--- src/sv/sprite_grid_scaled_blit_address_defines.svh ---
// Assertion macros for the sprite grid blit address generator.
`ifndef SPRITE_GRID_SCALED_BLIT_ADDRESS_DEFINES_SVH
`define SPRITE_GRID_SCALED_BLIT_ADDRESS_DEFINES_SVH

// Check an implication on every clock edge outside reset.
`define SGSBA_ASSERT_IMP(lbl, ante, cons, msg) \
  lbl: assert property (@(posedge clk_i) disable iff (!rst_ni) (ante) |-> (cons)) else $error(msg);

// Check a condition that never holds outside reset.
`define SGSBA_ASSERT_NEVER(lbl, cond, msg) \
  lbl: assert property (@(posedge clk_i) disable iff (!rst_ni) !(cond)) else $error(msg);

`endif

--- src/sv/sgsba_pkg.sv ---
package sgsba_pkg;

  localparam int unsigned PadPixels = 1;
  localparam int unsigned MaxSide   = 8192;

  // Register indexes
  localparam logic [1:0] RegAtlasW = 2'd0;
  localparam logic [1:0] RegAtlasH = 2'd1;
  localparam logic [1:0] RegCellW  = 2'd2;
  localparam logic [1:0] RegCellH  = 2'd3;

  // Quotient bits per division chain
  localparam int unsigned SizeBits = 13;
  localparam int unsigned SrcBits  = 14;

  typedef struct packed {
    logic [12:0] cw;
    logic [12:0] ch;
    logic [13:0] pw;
    logic [13:0] ph;
    logic [13:0] aw_full;
    logic [13:0] ah_full;
  } cfg_t;

  typedef struct packed {
    logic [13:0] slot;
    logic [13:0] sw;
    logic [13:0] sh;
    logic [12:0] dx;
    logic [12:0] dy;
    logic        alone;
    logic        shrunk;
    logic        wide;
    logic [26:0] prod_hw;
    logic [26:0] prod_wh;
    logic [13:0] cols_rem;
    logic [12:0] cols_q;
    logic [13:0] rows_rem;
    logic [12:0] rows_q;
    logic [26:0] dsz_rem;
    logic [13:0] dsz_d;
    logic [12:0] dsz_q;
    logic [13:0] dw;
    logic [13:0] dh;
    logic [13:0] sl_rem;
    logic [13:0] sl_q;
    logic [26:0] sx_rem;
    logic [13:0] sx_q;
    logic [26:0] sy_rem;
    logic [13:0] sy_q;
    logic        ok;
    logic [26:0] colx;
    logic [27:0] rowy;
    logic [12:0] ox;
    logic [12:0] oy;
  } item_t;

  typedef struct packed {
    logic        hit;
    logic [27:0] rem;
  } step_t;

  // One restoring division step against the divisor shifted to a fixed bit
  function automatic step_t div_step(input logic [27:0] rem, input logic [13:0] dsr,
                                     input logic [3:0] sh);
    logic [27:0] shifted;
    step_t       res;
    shifted = {14'd0, dsr} << sh;
    res.hit = (rem >= shifted);
    res.rem = res.hit ? (rem - shifted) : rem;
    return res;
  endfunction

endpackage

--- src/sv/sgsba_cell.sv ---
module sgsba_cell import sgsba_pkg::*; #(
  parameter bit          PHASE_B = 1'b0,
  parameter int unsigned BIT     = 0
) (
  input  logic  clk_i,
  input  logic  rst_ni,
  input  cfg_t  cfg_i,
  input  logic  valid_i,
  output logic  ready_o,
  input  item_t item_i,
  output logic  valid_o,
  input  logic  ready_i,
  output item_t item_o
);

  localparam logic [3:0] Sh = 4'(BIT);

  logic  valid_q;
  item_t item_q, item_d;

  assign ready_o = !valid_q || ready_i;
  assign valid_o = valid_q;
  assign item_o  = item_q;

  if (PHASE_B) begin : g_src
    step_t st_l, st_x, st_y;
    // Slot split into grid row and column, and both source coordinates
    always_comb begin
      st_l = div_step({14'd0, item_i.sl_rem}, {1'b0, item_i.cols_q}, Sh);
      st_x = div_step({1'b0, item_i.sx_rem}, item_i.dw, Sh);
      st_y = div_step({1'b0, item_i.sy_rem}, item_i.dh, Sh);
      item_d           = item_i;
      item_d.sl_rem    = st_l.rem[13:0];
      item_d.sl_q[BIT] = st_l.hit;
      item_d.sx_rem    = st_x.rem[26:0];
      item_d.sx_q[BIT] = st_x.hit;
      item_d.sy_rem    = st_y.rem[26:0];
      item_d.sy_q[BIT] = st_y.hit;
    end
  end else begin : g_size
    step_t st_c, st_r, st_d;
    // Grid columns, grid rows and the shrunk side
    always_comb begin
      st_c = div_step({14'd0, item_i.cols_rem}, cfg_i.pw, Sh);
      st_r = div_step({14'd0, item_i.rows_rem}, cfg_i.ph, Sh);
      st_d = div_step({1'b0, item_i.dsz_rem}, item_i.dsz_d, Sh);
      item_d             = item_i;
      item_d.cols_rem    = st_c.rem[13:0];
      item_d.cols_q[BIT] = st_c.hit;
      item_d.rows_rem    = st_r.rem[13:0];
      item_d.rows_q[BIT] = st_r.hit;
      item_d.dsz_rem     = st_d.rem[26:0];
      item_d.dsz_q[BIT]  = st_d.hit;
    end
  end

  // Advance when the neighbor takes the item or the cell is empty
  always_ff @(posedge clk_i or negedge rst_ni) begin
    if (!rst_ni) begin
      valid_q <= 1'b0;
    end else if (ready_o) begin
      valid_q <= valid_i;
    end
  end

  always_ff @(posedge clk_i) begin
    if (ready_o) begin
      item_q <= item_d;
    end
  end

endmodule

--- src/sv/sgsba_chain.sv ---
module sgsba_chain import sgsba_pkg::*; #(
  parameter bit          PHASE_B = 1'b0,
  parameter int unsigned NCELL   = 13
) (
  input  logic  clk_i,
  input  logic  rst_ni,
  input  cfg_t  cfg_i,
  input  logic  valid_i,
  output logic  ready_o,
  input  item_t item_i,
  output logic  valid_o,
  input  logic  ready_i,
  output item_t item_o
);

  logic  valid_w [NCELL+1];
  logic  ready_w [NCELL+1];
  item_t item_w  [NCELL+1];

  assign valid_w[0]     = valid_i;
  assign item_w[0]      = item_i;
  assign ready_o        = ready_w[0];
  assign valid_o        = valid_w[NCELL];
  assign item_o         = item_w[NCELL];
  assign ready_w[NCELL] = ready_i;

  // Quotient bits from the top down, one per cell
  for (genvar i = 0; i < NCELL; i++) begin : g_cell
    sgsba_cell #(
      .PHASE_B(PHASE_B),
      .BIT    (NCELL - 1 - i)
    ) u_cell (
      .clk_i  (clk_i),
      .rst_ni (rst_ni),
      .cfg_i  (cfg_i),
      .valid_i(valid_w[i]),
      .ready_o(ready_w[i]),
      .item_i (item_w[i]),
      .valid_o(valid_w[i+1]),
      .ready_i(ready_w[i+1]),
      .item_o (item_w[i+1])
    );
  end

endmodule

--- config.mk ---
export PLATFORM = sky130hd
export DESIGN_NAME = sgsba_chain
export DESIGN_NICKNAME = d
export VERILOG_FILES = /design/src/sv/sprite_grid_scaled_blit_address_defines.svh /design/src/sv/sgsba_pkg.sv /design/src/sv/sgsba_cell.sv /design/src/sv/sgsba_chain.sv
export SDC_FILE = /design/constraint.sdc
export NUM_CORES = 2
export LEC_CHECK = 0
export BUFFER_PORTS_ARGS = -buffer_cell sky130_fd_sc_hd__buf_2
export CORE_MARGIN = 5
export CORE_UTILIZATION = 47
export DETAILED_ROUTE_END_ITERATION = 8
export GPL_ROUTABILITY_DRIVEN = 0
export MAX_ROUTING_LAYER = met4
export PLACE_DENSITY = 0.63
export SKIP_LAST_GASP = 1
export SYNTH_ARGS = -nofsm -noshare
export SYNTH_HDL_FRONTEND = slang
export SYNTH_SLANG_ARGS = --single-unit
--- constraint.sdc ---
create_clock -name clk_i -period 38 [get_ports clk_i]
set_clock_uncertainty 0.1 [all_clocks]
set_input_delay 5.7 -clock clk_i [delete_from_list [all_inputs] [get_ports clk_i]]
set_output_delay 5.7 -clock clk_i [all_outputs]
set_load 0.01 [all_outputs]
==> impl_metrics.py <==
metrics = {
    "placement": {
        "hpwl_mm": 229,
        "portBuffers": 900,
    },
    "floorplan": {
        "die_h_um": 653,
        "die_x_um": 653,
        "die_area_um2": 426000,
        "rows": 236,
        "core_um2": 413000,
        "start_util_pct": 47.1,
        "pin_count": 994,
    },
    "route": {
        "drt.antenna.violating_nets": 0,
        "num_vias": 85300,
        "drtIter0Drc": 6972,
        "viasPerCell": 5.12,
        "drt_pass1_iterations": 6,
        "wl_per_cell_um": 21.3,
        "route.detailed.drc": 0,
        "wl_mm": 355,
    },
    "power_and_ir_drop": {
        "internal-power_uw": 12300,
        "p_total_uw": 16400,
        "p_per_area_nw_per_um2": 73.0,
        "switching_power_uw": 4110,
        "clockPowerShare_pct": 32.2,
        "combPwrFrac_pct": 13.2,
        "p_leak_uw": 0.0832,
        "seq_power_share_pct": 54.6,
        "ir_worst_vdd_mv": 0.0413,
        "netSwitchingFraction_pct": 25.1,
    },
    "yosys": {
        "synth_edf_count": 5655,
        "yosysTopAreaCellShare_pct": 87.4,
        "netlist.top_cell.by_area": "edfxtp_1",
        "synth_nets": 10200,
        "ys_seq_area_share_pct": 87.5,
        "syn-cell-area_um2": 194000,
        "ys_top_cells_by_area": "edfxtp_1 87%, ha_1 2.5%, o21ai_0 0.85%",
        "synth_async_sr_flop_share_pct": 0.229,
        "yosys_warnings": 0,
        "ys_types": 84,
        "synth_seq_cells": 5668,
        "syn_inst": 9234,
        "syn_avg_cell_area_um2": 21.0,
        "synthFlopType": "edfxtp_1",
    },
    "clock_network": {
        "cts_buffers": 559,
        "tritoncts": "built",
        "cts_sinks": 5668,
        "cts_root_buffer": "clkbuf_16",
        "ctsHoldBuffers": 0,
        "cts.clk_slew.worst_paths_ps": 60,
        "cts_buffer_depth": 4,
        "htreeDepth": 6,
        "cts_resized": 0,
        "cts_setup_buffers": 0,
        "clk_latency_ps": 1020,
    },
    "global_routing": {
        "antenna_found_initial": 35,
        "gr-usage-all-layers_pct": 16.9,
        "grt_pass1_vias": 87900,
        "grt_max_degree": 149,
        "grt_pass1_wl_mm": 535,
        "grt_overflow": 0,
    },
    "sta": {
        "slew_viol_final": 0,
        "rsz0062_at_grt": "false",
        "hold_violations": 0,
        "tightestPinTransition_ps": 1230,
        "slew_headroom_pct": 17.6,
        "period_needed_ps": 16090,
        "fmax_ghz": 0.0621,
        "tns_ps": 0,
        "finalSetupViolations": 0,
        "finalCritPeriodShare_pct": 42.3,
    },
    "worst_setup_path": {
        "setup.worst_path.start_class": "input port",
        "r2r_slack_ps": 30670,
        "cp.arrival_ps": 10290,
        "crit_fanout": 58,
        "worst-path-buf-inv": 3,
        "worst_path_max_delay_cell": "nor2b_1",
        "r2r-start": "g_cell[12].u_cell.valid_o",
        "startpoint": "ready_i",
        "worst_setup_path_end_kind": "primary output",
        "crit_type": "input port to primary output",
        "critPathMaxStageDelay_ps": 820,
        "critPathTopFamily": "simple AND/OR/NAND/NOR gates",
        "crit_path_cell_trace": "buf_2 -> nor2b_1 -> nand2_4 -> nor2_1 -> and2_1 -> and3_1 -> and3_1 -> nand4_1 -> buf_12 -> buf_2",
        "worstPathRequired_ps": 32200,
    },
    "cells_and_area": {
        "area_growth_syn_to_layout_pct": 15.5,
        "drive_gt1_share_pct": 17.5,
        "nets": 11700,
        "final_common_cell": "edfxtp_1",
        "mostFrequentLayoutCells": "5655 x edfxtp_1, 900 x buf_2, 564 x clkbuf_16, 390 x ha_1, 366 x inv_1",
    },
    "hold_path": {
        "hold_start": "g_cell[4].u_cell.item_o[0]",
        "hp-class": "flop to flop",
    },
    "job": {
        "drv_cap": 0,
    },
    "run_status": {
        "status": "finished, final reports clean",
    },
}
stage by stage:
step / area, µm² / utilization, % / hold WS, ps / setup slack, ps / instances
floorplan: 194000 / - / 300 / 4910 / 9234
global placement: 206000 / 50.0 / 300 / 22110 / 15600
detailed placement: 206000 / 50.0 / 305 / 21980 / 15600
CTS: 224000 / 54.4 / 263 / 21970 / 16600
global route: 224000 / 54.4 / 263 / 21800 / 16700
finish: 224000 / 54.4 / 247 / 21910 / 16700
routing by layer:
layer,global-route usage [%],up-vias,part of all wire [%]
met4,5.70,0,3.4
met2,26.8,2907,48
met5,-,-,0
li1,-,39100,-
met3,2.82,784,5.8
met1,22.5,42400,42
power groups by stage:
| stage | Sequential [µW] | Clock (µW) | Combinational [µW] |
|---|---|---|---|
| after floorplan | 9120 | 0 | 1460 |
| after global placement | 9030 | 0 | 2040 |
| after detailed placement | 9080 | 0 | 2140 |
| after CTS | 8970 | 5440 | 2150 |
| after global routing | 9060 | 5720 | 2380 |
| final | 8950 | 5280 | 2160 |
logic make-up (layout without fill, tap and decap cells):
family,count (synthesis),in the layout,synth area share (%)
buffers and inverters,447,2386,0.870
AOI/OAI and AO/OA,977,977,3.09
other,0,14,0
and+or+nand+nor,1234,1234,3.27
adders and majority gates,429,429,2.91
xor gates and xnor gates,353,353,1.59
DFF,5668,5668,87.5
muxes,126,126,0.715
registers in the layout (all words and copies together) (netlist names):
signal	flops
g_cell.u_cell.valid_o	13
g_cell.u_cell.item_o	5655
area by class of cell:
cell class / instances / area, µm²
Clock inverter: 318 / 3390
Clock buffer: 688 / 14600
Sequential cell: 5668 / 170000
Tap cell: 5474 / 6850
Antenna cell: 14 / 35.0
Multi-Input combinational cell: 3119 / 22600
Fill cell: 30900 / 188000
Inverter: 371 / 1430
Timing Repair Buffer: 1009 / 5420
worst reg2reg max path, stage by stage (launching register included):
cell and delay, ps:
dfrtp_1 360, nor2b_1 310, nand2_4 720, nor2_1 330, and2_1 350, and3_1 340
and3_1 370, nand2_4 530, buf_4 710, buf_4 890, buf_4 930, buf_4 890
cell usage after synthesis, types with 19 or more instances:
| master | n |
|---|---|
| a211oi_1 | 30 |
| a21o_1 | 96 |
| a21oi_1 | 261 |
| a31oi_1 | 19 |
| and3_1 | 21 |
| clkbuf_1 | 70 |
| edfxtp_1 | 5655 |
| fa_1 | 39 |
| ha_1 | 390 |
| inv_1 | 371 |
| mux2_2 | 102 |
| mux2i_1 | 24 |
| nand2_1 | 362 |
| nand2b_1 | 78 |
| nand3_1 | 69 |
| nand4_1 | 53 |
| nor2_1 | 226 |
| nor2b_1 | 68 |
| nor3_1 | 96 |
| nor4_1 | 51 |
| nor4b_1 | 21 |
| o21a_1 | 35 |
| o21ai_0 | 329 |
| o21bai_1 | 20 |
| o31a_1 | 20 |
| o31ai_1 | 38 |
| or2_2 | 30 |
| or3_1 | 39 |
| or4_1 | 29 |
| xnor2_1 | 179 |
| xor2_1 | 174 |
path summary, 6_finish.rpt:
| kind | endpoint | depth (start not counted) |
|---|---|---|
| worst max register to register | g_cell[2].u_cell.item_o[212] | 11 |
| worst min-delay path | g_cell[5].u_cell.item_o[0] | 0 |
| max in group asynchronous | g_cell[11].u_cell.valid_o | 1 |
| worst max-delay path | ready_o | 10 |
| worst min register to register | g_cell[5].u_cell.item_o[0] | 0 |
| min in group asynchronous | g_cell[12].u_cell.valid_o | 1 |
Power figures use the tool's default switching activity.
